`src/hdl/slcf_pkg.sv`:
```
// ----------------------------------------------------------------------------
// slcf_pkg: shared types and constants for the status LED colour frame core
// Mode codes, colour levels, reciprocal constants and the sideband struct
// that travels down the pipeline beside each word.
// ----------------------------------------------------------------------------
package slcf_pkg;

  // Field widths of the stream words
  localparam int ModeW = 4;
  localparam int MsW   = 64;
  localparam int PctW  = 7;
  localparam int ChanW = 8;

  // Mode codes
  localparam logic [ModeW-1:0] MODE_AVAILABLE  = 4'd0;
  localparam logic [ModeW-1:0] MODE_BUSY       = 4'd1;
  localparam logic [ModeW-1:0] MODE_DND        = 4'd2;
  localparam logic [ModeW-1:0] MODE_AUTH       = 4'd3;
  localparam logic [ModeW-1:0] MODE_CFG_ERR    = 4'd4;
  localparam logic [ModeW-1:0] MODE_PLAY       = 4'd5;
  localparam logic [ModeW-1:0] MODE_CONNECTING = 4'd6;
  localparam logic [ModeW-1:0] MODE_UNKNOWN    = 4'd7;
  localparam logic [ModeW-1:0] MODE_LAST       = 4'd8;

  localparam logic [PctW-1:0] MaxPct = 7'd100;

  // Colour levels
  localparam logic [ChanW-1:0] ColFull  = 8'd255;
  localparam logic [ChanW-1:0] ColAvail = 8'd140;
  localparam logic [ChanW-1:0] ColRed   = 8'd180;
  localparam logic [ChanW-1:0] ColIdle  = 8'd140;

  // time_ms mod 27000 covers both the 1500 ms blink cycle and the
  // 5400 ms hue cycle. Reduce (time_ms >> 3) mod 3375 in 12-bit chunks.
  localparam int unsigned TimeMod   = 3375;
  localparam int          ChunkW    = 12;
  localparam int          NumChunks = 6;
  localparam int          ResW      = 15;

  // Reciprocal multipliers: floor(x / d) = (x * recip) >> shift over the range used
  localparam int              ModShift    = 38;
  localparam logic [26:0]     ModRecip    = 27'((64'd1 << ModShift) / TimeMod);
  localparam int              Div15Shift  = 19;
  localparam logic [15:0]     Div15Recip  = 16'(((1 << Div15Shift) + 14) / 15);
  localparam int              Div750Shift = 25;
  localparam logic [15:0]     Div750Recip = 16'(((1 << Div750Shift) + 749) / 750);
  localparam int              PlayShift   = 13;
  localparam logic [11:0]     PlayMul     = 12'(3 * (((1 << PlayShift) + 9) / 10));
  localparam int              Div100Shift = 22;
  localparam logic [15:0]     Div100Recip = 16'(((1 << Div100Shift) + 99) / 100);

  // Hue wheel
  localparam logic [10:0] HueStep = 11'd120;
  localparam logic [10:0] Wheel   = 11'd360;

  typedef struct packed {
    logic [ModeW-1:0] mode;
    logic [PctW-1:0]  pct;
    logic             ok;
    logic             blank;
  } side_t;

  typedef struct packed {
    logic [ChanW-1:0] red;
    logic [ChanW-1:0] green;
    logic [ChanW-1:0] blue;
  } rgb_t;

  // Weight of chunk idx: 2^(ChunkW*idx) mod TimeMod, used with constant idx only
  function automatic int unsigned chunk_weight(input int unsigned idx);
    int unsigned r;
    r = 1;
    for (int unsigned k = 0; k < idx; k++) begin
      r = (r * (32'd1 << ChunkW)) % TimeMod;
    end
    return r;
  endfunction

endpackage

```
`src/hdl/status_led_color_frame_core.sv`:
```
// ----------------------------------------------------------------------------
// status_led_color_frame_core: two status LED colours from mode and time
// Picks the colour of the display mode, runs the play hue wheel and the
// blink phase from the elapsed time, and scales every channel by brightness.
// ----------------------------------------------------------------------------
// Pipeline: nine register stages, the last being the m_axis output register.
// Throughput: one word per cycle; all stages advance together whenever the
//   output register is empty or being taken, and hold otherwise.
// Reset: rst (synchronous, active high) clears every valid bit; data
//   registers keep their contents and are ignored until refilled.
module status_led_color_frame_core (
  input  logic        clk,
  input  logic        rst,
  input  logic        s_axis_tvalid,
  output logic        s_axis_tready,
  // s_axis_tdata, from bit 0: mode[3:0], time_ms[67:4],
  //   bright_pct[74:68], zero fill [79:75]
  input  logic [79:0] s_axis_tdata,
  output logic        m_axis_tvalid,
  input  logic        m_axis_tready,
  // m_axis_tdata, from bit 0: ok[0], led0_red[8:1], led0_green[16:9],
  //   led0_blue[24:17], led1_red[32:25], led1_green[40:33],
  //   led1_blue[48:41], zero fill [55:49]
  output logic [55:0] m_axis_tdata
);

  logic [slcf_pkg::ModeW-1:0] mode;
  logic [slcf_pkg::MsW-1:0]   time_ms;
  logic [slcf_pkg::PctW-1:0]  bright_pct;
  logic                       advance;
  slcf_pkg::side_t            in_side;

  logic                       res_valid;
  logic [slcf_pkg::ResW-1:0]  res;
  slcf_pkg::side_t            res_side;

  logic                       hue_valid;
  slcf_pkg::rgb_t             hue;
  slcf_pkg::side_t            hue_side;

  logic                       ok;
  slcf_pkg::rgb_t             led0, led1;

  // Unpack the input word
  assign mode       = s_axis_tdata[3:0];
  assign time_ms    = s_axis_tdata[67:4];
  assign bright_pct = s_axis_tdata[74:68];

  // Advance the whole pipeline while the output register is free or emptying;
  // a stall holds every stage in place.
  assign advance       = !m_axis_tvalid || m_axis_tready;
  assign s_axis_tready = advance;

  // Reject unknown mode codes and brightness above 100 up front; the
  // verdict rides along with the word and zeroes the colour later.
  always_comb begin
    in_side.mode  = mode;
    in_side.pct   = bright_pct;
    in_side.ok    = (mode <= slcf_pkg::MODE_LAST) && (bright_pct <= slcf_pkg::MaxPct);
    in_side.blank = 1'b0;
  end

  // Stages 1-4: time_ms mod 27000
  slcf_mod u_mod (
    .clk       (clk),
    .rst       (rst),
    .en        (advance),
    .in_valid  (s_axis_tvalid),
    .in_ms     (time_ms),
    .in_side   (in_side),
    .out_valid (res_valid),
    .out_res   (res),
    .out_side  (res_side)
  );

  // Stages 5-6: blink parity and rainbow hue
  slcf_phase u_phase (
    .clk       (clk),
    .rst       (rst),
    .en        (advance),
    .in_valid  (res_valid),
    .in_res    (res),
    .in_side   (res_side),
    .out_valid (hue_valid),
    .out_hue   (hue),
    .out_side  (hue_side)
  );

  // Stages 7-9: mode colour, brightness, output register
  slcf_color u_color (
    .clk       (clk),
    .rst       (rst),
    .en        (advance),
    .in_valid  (hue_valid),
    .in_hue    (hue),
    .in_side   (hue_side),
    .out_valid (m_axis_tvalid),
    .out_ok    (ok),
    .out_led0  (led0),
    .out_led1  (led1)
  );

  // Pack the result word
  assign m_axis_tdata = {7'd0,
                         led1.blue, led1.green, led1.red,
                         led0.blue, led0.green, led0.red,
                         ok};

endmodule

```
`src/hdl/slcf_mod.sv`:
```
// ----------------------------------------------------------------------------
// slcf_mod: time residue stages
// Four stages reduce time_ms to time_ms mod 27000.
// ----------------------------------------------------------------------------
module slcf_mod (
  input  logic                      clk,
  input  logic                      rst,
  input  logic                      en,
  input  logic                      in_valid,
  input  logic [slcf_pkg::MsW-1:0]  in_ms,
  input  slcf_pkg::side_t           in_side,
  output logic                      out_valid,
  output logic [slcf_pkg::ResW-1:0] out_res,
  output slcf_pkg::side_t           out_side
);

  localparam int XW = slcf_pkg::ChunkW * slcf_pkg::NumChunks;

  logic [XW-1:0] xw;
  logic [2*slcf_pkg::ChunkW-1:0] prod_next [slcf_pkg::NumChunks];
  logic [2*slcf_pkg::ChunkW-1:0] prod      [slcf_pkg::NumChunks];
  logic [26:0] sum_next, sum, sum3;
  logic [53:0] qprod;
  logic [15:0] q;
  logic [27:0] rem_wide;
  logic [12:0] rem13;
  logic [11:0] rem12;
  logic [2:0]  low1, low2, low3;
  logic        v1, v2, v3;
  slcf_pkg::side_t side1, side2, side3;

  assign xw = XW'(in_ms[slcf_pkg::MsW-1:3]);

  for (genvar i = 0; i < slcf_pkg::NumChunks; i++) begin : g_chunk
    localparam logic [slcf_pkg::ChunkW-1:0] Weight =
      slcf_pkg::ChunkW'(slcf_pkg::chunk_weight(i));
    assign prod_next[i] = xw[i*slcf_pkg::ChunkW +: slcf_pkg::ChunkW] * Weight;
  end

  always_comb begin
    sum_next = '0;
    for (int i = 0; i < slcf_pkg::NumChunks; i++) begin
      sum_next = sum_next + 27'(prod[i]);
    end
  end

  assign qprod    = 54'(sum) * 54'(slcf_pkg::ModRecip);
  assign rem_wide = 28'(sum3) - 28'(q) * 28'(slcf_pkg::TimeMod);
  assign rem13    = rem_wide[12:0];
  assign rem12    = (rem13 >= 13'(slcf_pkg::TimeMod))
                    ? 12'(rem13 - 13'(slcf_pkg::TimeMod)) : rem13[11:0];

  always_ff @(posedge clk) begin
    if (rst) begin
      v1        <= 1'b0;
      v2        <= 1'b0;
      v3        <= 1'b0;
      out_valid <= 1'b0;
    end else if (en) begin
      v1        <= in_valid;
      v2        <= v1;
      v3        <= v2;
      out_valid <= v3;
    end
  end

  always_ff @(posedge clk) begin
    if (en) begin
      prod     <= prod_next;
      low1     <= in_ms[2:0];
      side1    <= in_side;
      sum      <= sum_next;
      low2     <= low1;
      side2    <= side1;
      q        <= qprod[53:slcf_pkg::ModShift];
      sum3     <= sum;
      low3     <= low2;
      side3    <= side2;
      out_res  <= {rem12, low3};
      out_side <= side3;
    end
  end

endmodule

```
`src/hdl/slcf_phase.sv`:
```
// ----------------------------------------------------------------------------
// slcf_phase: blink phase and hue wheel
// Two stages: hue degree and blink parity, then the raw rainbow colour.
// ----------------------------------------------------------------------------
module slcf_phase (
  input  logic                      clk,
  input  logic                      rst,
  input  logic                      en,
  input  logic                      in_valid,
  input  logic [slcf_pkg::ResW-1:0] in_res,
  input  slcf_pkg::side_t           in_side,
  output logic                      out_valid,
  output slcf_pkg::rgb_t            out_hue,
  output slcf_pkg::side_t           out_side
);

  logic [30:0] deg_prod, blink_prod;
  logic [10:0] deg;
  logic        v5;
  slcf_pkg::side_t side5, side5_next;
  logic [10:0] ang;
  logic [6:0]  xr, xg, xb;
  slcf_pkg::rgb_t hue_next;

  assign deg_prod   = 31'(in_res) * 31'(slcf_pkg::Div15Recip);
  assign blink_prod = 31'(in_res) * 31'(slcf_pkg::Div750Recip);

  always_comb begin
    side5_next       = in_side;
    side5_next.blank = blink_prod[slcf_pkg::Div750Shift];
  end

  // Fold the degree count (below 1800) onto the wheel
  always_comb begin
    if (deg >= 11'd1440) begin
      ang = deg - 11'd1440;
    end else if (deg >= 11'd1080) begin
      ang = deg - 11'd1080;
    end else if (deg >= 11'd720) begin
      ang = deg - 11'd720;
    end else if (deg >= slcf_pkg::Wheel) begin
      ang = deg - slcf_pkg::Wheel;
    end else begin
      ang = deg;
    end
  end

  always_comb begin
    xr = '0;
    xg = '0;
    xb = '0;
    if (ang < slcf_pkg::HueStep) begin
      xr = 7'(slcf_pkg::HueStep - ang);
      xg = 7'(ang);
    end else if (ang < 11'd240) begin
      xg = 7'(11'd240 - ang);
      xb = 7'(ang - slcf_pkg::HueStep);
    end else begin
      xr = 7'(ang - 11'd240);
      xb = 7'(slcf_pkg::Wheel - ang);
    end
  end

  // x * 255 / 120 is x * 17 / 8
  always_comb begin
    logic [10:0] pr, pg, pb;
    pr = 11'(xr) * 11'd17;
    pg = 11'(xg) * 11'd17;
    pb = 11'(xb) * 11'd17;
    hue_next.red   = pr[10:3];
    hue_next.green = pg[10:3];
    hue_next.blue  = pb[10:3];
  end

  always_ff @(posedge clk) begin
    if (rst) begin
      v5        <= 1'b0;
      out_valid <= 1'b0;
    end else if (en) begin
      v5        <= in_valid;
      out_valid <= v5;
    end
  end

  always_ff @(posedge clk) begin
    if (en) begin
      deg      <= deg_prod[29:slcf_pkg::Div15Shift];
      side5    <= side5_next;
      out_hue  <= hue_next;
      out_side <= side5;
    end
  end

endmodule

```
`src/hdl/slcf_color.sv`:
```
// ----------------------------------------------------------------------------
// slcf_color: colour choice and brightness scaling
// Three stages: mode colour with blanking, brightness product, divide by 100.
// ----------------------------------------------------------------------------
module slcf_color (
  input  logic            clk,
  input  logic            rst,
  input  logic            en,
  input  logic            in_valid,
  input  slcf_pkg::rgb_t  in_hue,
  input  slcf_pkg::side_t in_side,
  output logic            out_valid,
  output logic            out_ok,
  output slcf_pkg::rgb_t  out_led0,
  output slcf_pkg::rgb_t  out_led1
);

  logic [19:0] play_r, play_g, play_b;
  slcf_pkg::rgb_t col_next, col;
  slcf_pkg::side_t side7, side8;
  logic        blinks;
  logic        v7, v8;
  logic [14:0] p_red, p_green, p_blue;
  logic [30:0] d_red, d_green, d_blue;
  slcf_pkg::rgb_t led_next;

  // Play colours at 30 %: v * 3 / 10
  assign play_r = 20'(in_hue.red)   * 20'(slcf_pkg::PlayMul);
  assign play_g = 20'(in_hue.green) * 20'(slcf_pkg::PlayMul);
  assign play_b = 20'(in_hue.blue)  * 20'(slcf_pkg::PlayMul);

  assign blinks = (in_side.mode == slcf_pkg::MODE_DND) ||
                  (in_side.mode == slcf_pkg::MODE_AUTH) ||
                  (in_side.mode == slcf_pkg::MODE_CONNECTING) ||
                  (in_side.mode == slcf_pkg::MODE_UNKNOWN);

  always_comb begin
    col_next = '0;
    case (in_side.mode)
      slcf_pkg::MODE_AVAILABLE: begin
        col_next.green = slcf_pkg::ColAvail;
      end
      slcf_pkg::MODE_BUSY, slcf_pkg::MODE_AUTH: begin
        col_next.red   = slcf_pkg::ColFull;
        col_next.green = slcf_pkg::ColFull;
      end
      slcf_pkg::MODE_DND: begin
        col_next.red = slcf_pkg::ColRed;
      end
      slcf_pkg::MODE_CFG_ERR: begin
        col_next.red  = slcf_pkg::ColRed;
        col_next.blue = slcf_pkg::ColRed;
      end
      slcf_pkg::MODE_PLAY: begin
        col_next.red   = 8'(play_r[19:slcf_pkg::PlayShift]);
        col_next.green = 8'(play_g[19:slcf_pkg::PlayShift]);
        col_next.blue  = 8'(play_b[19:slcf_pkg::PlayShift]);
      end
      default: begin
        col_next.blue = slcf_pkg::ColIdle;
      end
    endcase
    // drop the colour for rejected words and dark blink periods
    if (!in_side.ok || (blinks && in_side.blank)) begin
      col_next = '0;
    end
  end

  assign d_red   = 31'(p_red)   * 31'(slcf_pkg::Div100Recip);
  assign d_green = 31'(p_green) * 31'(slcf_pkg::Div100Recip);
  assign d_blue  = 31'(p_blue)  * 31'(slcf_pkg::Div100Recip);

  assign led_next.red   = d_red[29:slcf_pkg::Div100Shift];
  assign led_next.green = d_green[29:slcf_pkg::Div100Shift];
  assign led_next.blue  = d_blue[29:slcf_pkg::Div100Shift];

  always_ff @(posedge clk) begin
    if (rst) begin
      v7        <= 1'b0;
      v8        <= 1'b0;
      out_valid <= 1'b0;
    end else if (en) begin
      v7        <= in_valid;
      v8        <= v7;
      out_valid <= v8;
    end
  end

  always_ff @(posedge clk) begin
    if (en) begin
      col      <= col_next;
      side7    <= in_side;
      p_red    <= 15'(col.red)   * 15'(side7.pct);
      p_green  <= 15'(col.green) * 15'(side7.pct);
      p_blue   <= 15'(col.blue)  * 15'(side7.pct);
      side8    <= side7;
      out_ok   <= side8.ok;
      out_led0 <= led_next;
      out_led1 <= (side8.mode == slcf_pkg::MODE_BUSY) ? '0 : led_next;
    end
  end

endmodule

```
`config.mk`:
```
export PLATFORM = sky130hd
export DESIGN_NAME = status_led_color_frame_core
export DESIGN_NICKNAME = d
export VERILOG_FILES = /design/src/hdl/slcf_pkg.sv /design/src/hdl/status_led_color_frame_core.sv /design/src/hdl/slcf_mod.sv /design/src/hdl/slcf_phase.sv /design/src/hdl/slcf_color.sv
export SDC_FILE = /design/constraint.sdc
export NUM_CORES = 2
export LEC_CHECK = 0
export BUFFER_PORTS_ARGS = -buffer_cell sky130_fd_sc_hd__buf_4
export CAP_MARGIN = 20
export CORE_MARGIN = 3
export CORE_UTILIZATION = 65
export DETAILED_ROUTE_END_ITERATION = 6
export PLACE_DENSITY = 0.86
export SETUP_SLACK_MARGIN = 0.3
export SLEW_MARGIN = 20
export SYNTH_ARGS = -nofsm -noshare
export SYNTH_HDL_FRONTEND = slang
export SYNTH_SLANG_ARGS = --single-unit
export TNS_END_PERCENT = 10
```
`constraint.sdc`:
```
create_clock -name clk -period 40.8 [get_ports clk]
set_clock_uncertainty 0.1 [all_clocks]
set_input_delay 4.08 -clock clk [delete_from_list [all_inputs] [get_ports clk]]
set_output_delay 4.08 -clock clk [all_outputs]
set_load 0.01 [all_outputs]
```
==> impl_metrics.csv <==
group,metric,value,unit
run_status,outcome,"complete, no violations",
clock_network,clock-sinks,428,
detailed_routing,antenna_left,0,
clock_network,path_clk_slew,0.06,ns
setup_path,worstRegToRegCells,22,
synth,async_reset_ff_frac,0,
synth,synth-edff-count,419,
die,start_util,0.658,
synth,yosys.area.top_type,"fa_1",
die,coreArea,0.0989,mm2
timing,worst_slew_pin_slew,1.23,ns
synth,synth.most_common_cell,"inv_1",
synth,synth_mux_area_frac,0.00219,
setup_path,crit_fanout,82,
clock_network,hold_buffers,0,
placement,gp_congestion,0.939,
setup_path,crit_slowest_cell,"nor2b_1",
setup_path,cp.depth,4,
setup_path,r2r_end,"u_mod.q[10]",
clock_network,clk_path_buf_depth,3,
setup_path,path_common_cell,"buf_4",
detailed_routing,drc,0,
placement,dp_hpwl,111000,um
setup_path,path_cells,"buf_4 -> nor2b_1 -> inv_8 -> buf_4",
detailed_routing,wirelength,133000,um
detailed_routing,drtIter0Drc,2389,
timing,setup_viol_count_final,0,
final_layout,fin_nets,8598,
setup_path,setup.worst_path.class,"in2out",
synth,synth_simple_gate_area_share,0.0596,
min_path,hp-class,"reg2reg",
final_layout,area.growth.synth_to_final,6.49,%
detailed_routing,drt-pass1-iter-count,5,
clock_network,cts_buffers,49,
run,maxCapViolCount,0,
detailed_routing,wl_per_cell,17.6,um
synth,synth_area,0.0651,mm2
final_layout,drive_above_1_share,0.0417,
synth,synth_top_cell_area_share,0.281,
clock_network,cts_tree,"done",
final_layout,fill_cells,6601,
die,io_pins,142,
clock_network,ctsResizeCount,0,
setup_path,end_kind,"output port",
clock_network,clock_tree.root_cell,"clkbuf_16",
synth,synth-xor-area-share,0.0402,
setup_path,critPathArrivalTime,5.62,ns
synth,syn_area_per_cell,10.7,um2
timing,rsz0062_at_grt,"no",
timing,fin_crit,9.80,ns
synth,yosysUniqueCellTypes,85,
synth,syn_inst,6090,
synth,synth-compound-area-share,0.0597,
setup_path,reg2reg_from,"u_mod.sum[9]",
setup_path,crit_start,"m_axis_tready",
setup_path,worstPathRequired,36.62,ns
setup_path,critical_path_buf_inv_count,3,
clock_network,htree_levels,2,
die,rows,115,
detailed_routing,vias_per_cell,5.55,
setup_path,rrSetupSlack,33.31,ns
clock_network,clk_latency,0.63,ns
synth,synth_area_leaders,"fa_1 28%, ha_1 26%, edfxtp_1 19%",
timing,period_share,0.240,
die,fp.dieW,322,um
setup_path,crit_family,"buffers and inverters",
global_route,grt_max_degree,200,
setup_path,cpPeakStageDelay,0.66,ns
timing,finalMaxSlewViolations,0,
synth,synth_top_family_by_area,"adder cells",
global_route,grt_pass1_vias,46400,
placement,port_buffers,129,
global_route,grt_pass1_wl,225000,um
clock_network,cts_setup_buffers,0,
timing,tns,0,ns
global_route,grt_antenna_before_repair,1,
timing,finalHoldViolations,0,
die,die_area,0.104,mm2
die,die_h,322,um
synth,synth_ff_type,"edfxtp_1",
timing,max_freq,102,MHz
synth,yosys.area_share.adder,0.543,
global_route,grt_overflow,0,
setup_path,startpoint_type,"input port",
synth,ys_warn_count,0,
detailed_routing,vias,42000,
timing,max_slew_margin,0.182,
synth,ys_seq_elements,428,
global_route,grt.total_usage,0.268,
synth,yosysSeqAreaShare,0.196,
synth,yosys-top-cells-count,"1662 x inv_1, 1361 x ha_1, 914 x fa_1",
setup_path,crit_end,"s_axis_tready",
-- state kept, by name, summed over array words and instances, names as in the netlist, 24 cells and up --
signal / flops
u_color.col: 24
u_color.out_led0: 24
u_color.out_led1: 24
u_mod.prod: 99
u_phase.out_hue: 24
u_mod.sum: 26
-- how the worst min path moves through the flow --
stage | from | to | cells after the start
floorplan | u_color.side8[1] | u_color.out_ok | 0
global route | u_mod.side1[9] | u_mod.side2[9] | 0
finish | u_mod.side1[9] | u_mod.side2[9] | 0
global placement | u_mod.side2[1] | u_mod.side3[1] | 0
detailed placement | u_color.side7[9] | u_color.side8[9] | 0
CTS | u_mod.side1[9] | u_mod.side2[9] | 0
-- per-stage QoR --
stage          area, um2  utilization  setup slack, ns  hold WS [ns]  std cells
3_5_place_dp       67500        0.683            31.03         0.305       7475
2_1_floorplan      65100            -            24.38         0.300       6096
4_1_cts            69300        0.701            31.01         0.294       7567
5_1_grt            69300        0.701            30.87         0.309       7567
3_3_place_gp       67500        0.683            31.04         0.300       7475
6_report           69300        0.701            31.00         0.310       7568
-- area by class of cell --
class	count	area, um2	share of cell area
clock buffers	54	1240	0.0180
clock inverters	38	505	0.00729
repair buffers	136	1030	0.0149
multi-input cells	3961	45900	0.662
well taps	1287	1610	0.0232
flip-flops and latches	428	12800	0.184
diodes	1	2.50	0.0000361
inverters	1663	6250	0.0902
-- cells by family after synthesis --
group                      count (synthesis)
and+or+nand+nor                          772
muxes                                     10
xor gates and xnor gates                 299
AOI/OAI and AO/OA                        598
adders and majority gates               2275
DFF                                      428
buffers and inverters                   1707
other                                      1
-- metal layers --
| metal | vias to the layer above | routed length, um | track usage |
|---|---|---|---|
| met4 | 0 | 5860 | 0.108 |
| met2 | 1084 | 67200 | 0.477 |
| met3 | 314 | 6380 | 0.0347 |
| met1 | 20700 | 53700 | 0.331 |
| met5 | - | 0 | 0 |
| li1 | 19900 | - | - |
-- cell usage in the layout (no fill, tap or decap), types with 19 or more instances in the layout --
cell type and instances:
a211oi_1 21, a21o_1 57, a21oi_1 174, a31oi_1 19, and2_1 122, and3_1 32, buf_4 135, clkbuf_16 49
edfxtp_1 419, fa_1 914, ha_1 1361, inv_1 1662, nand2_1 228, nand2b_1 29, nand3_1 55, nor2_1 125
nor2b_1 35, nor3_1 62, o21a_1 31, o21ai_0 125, o21bai_1 33, xnor2_1 218, xor2_1 81
Power is left out: the tool's default activity adds up to more than one toggle a clock period on the data nets, which glitch-free logic cannot reach.
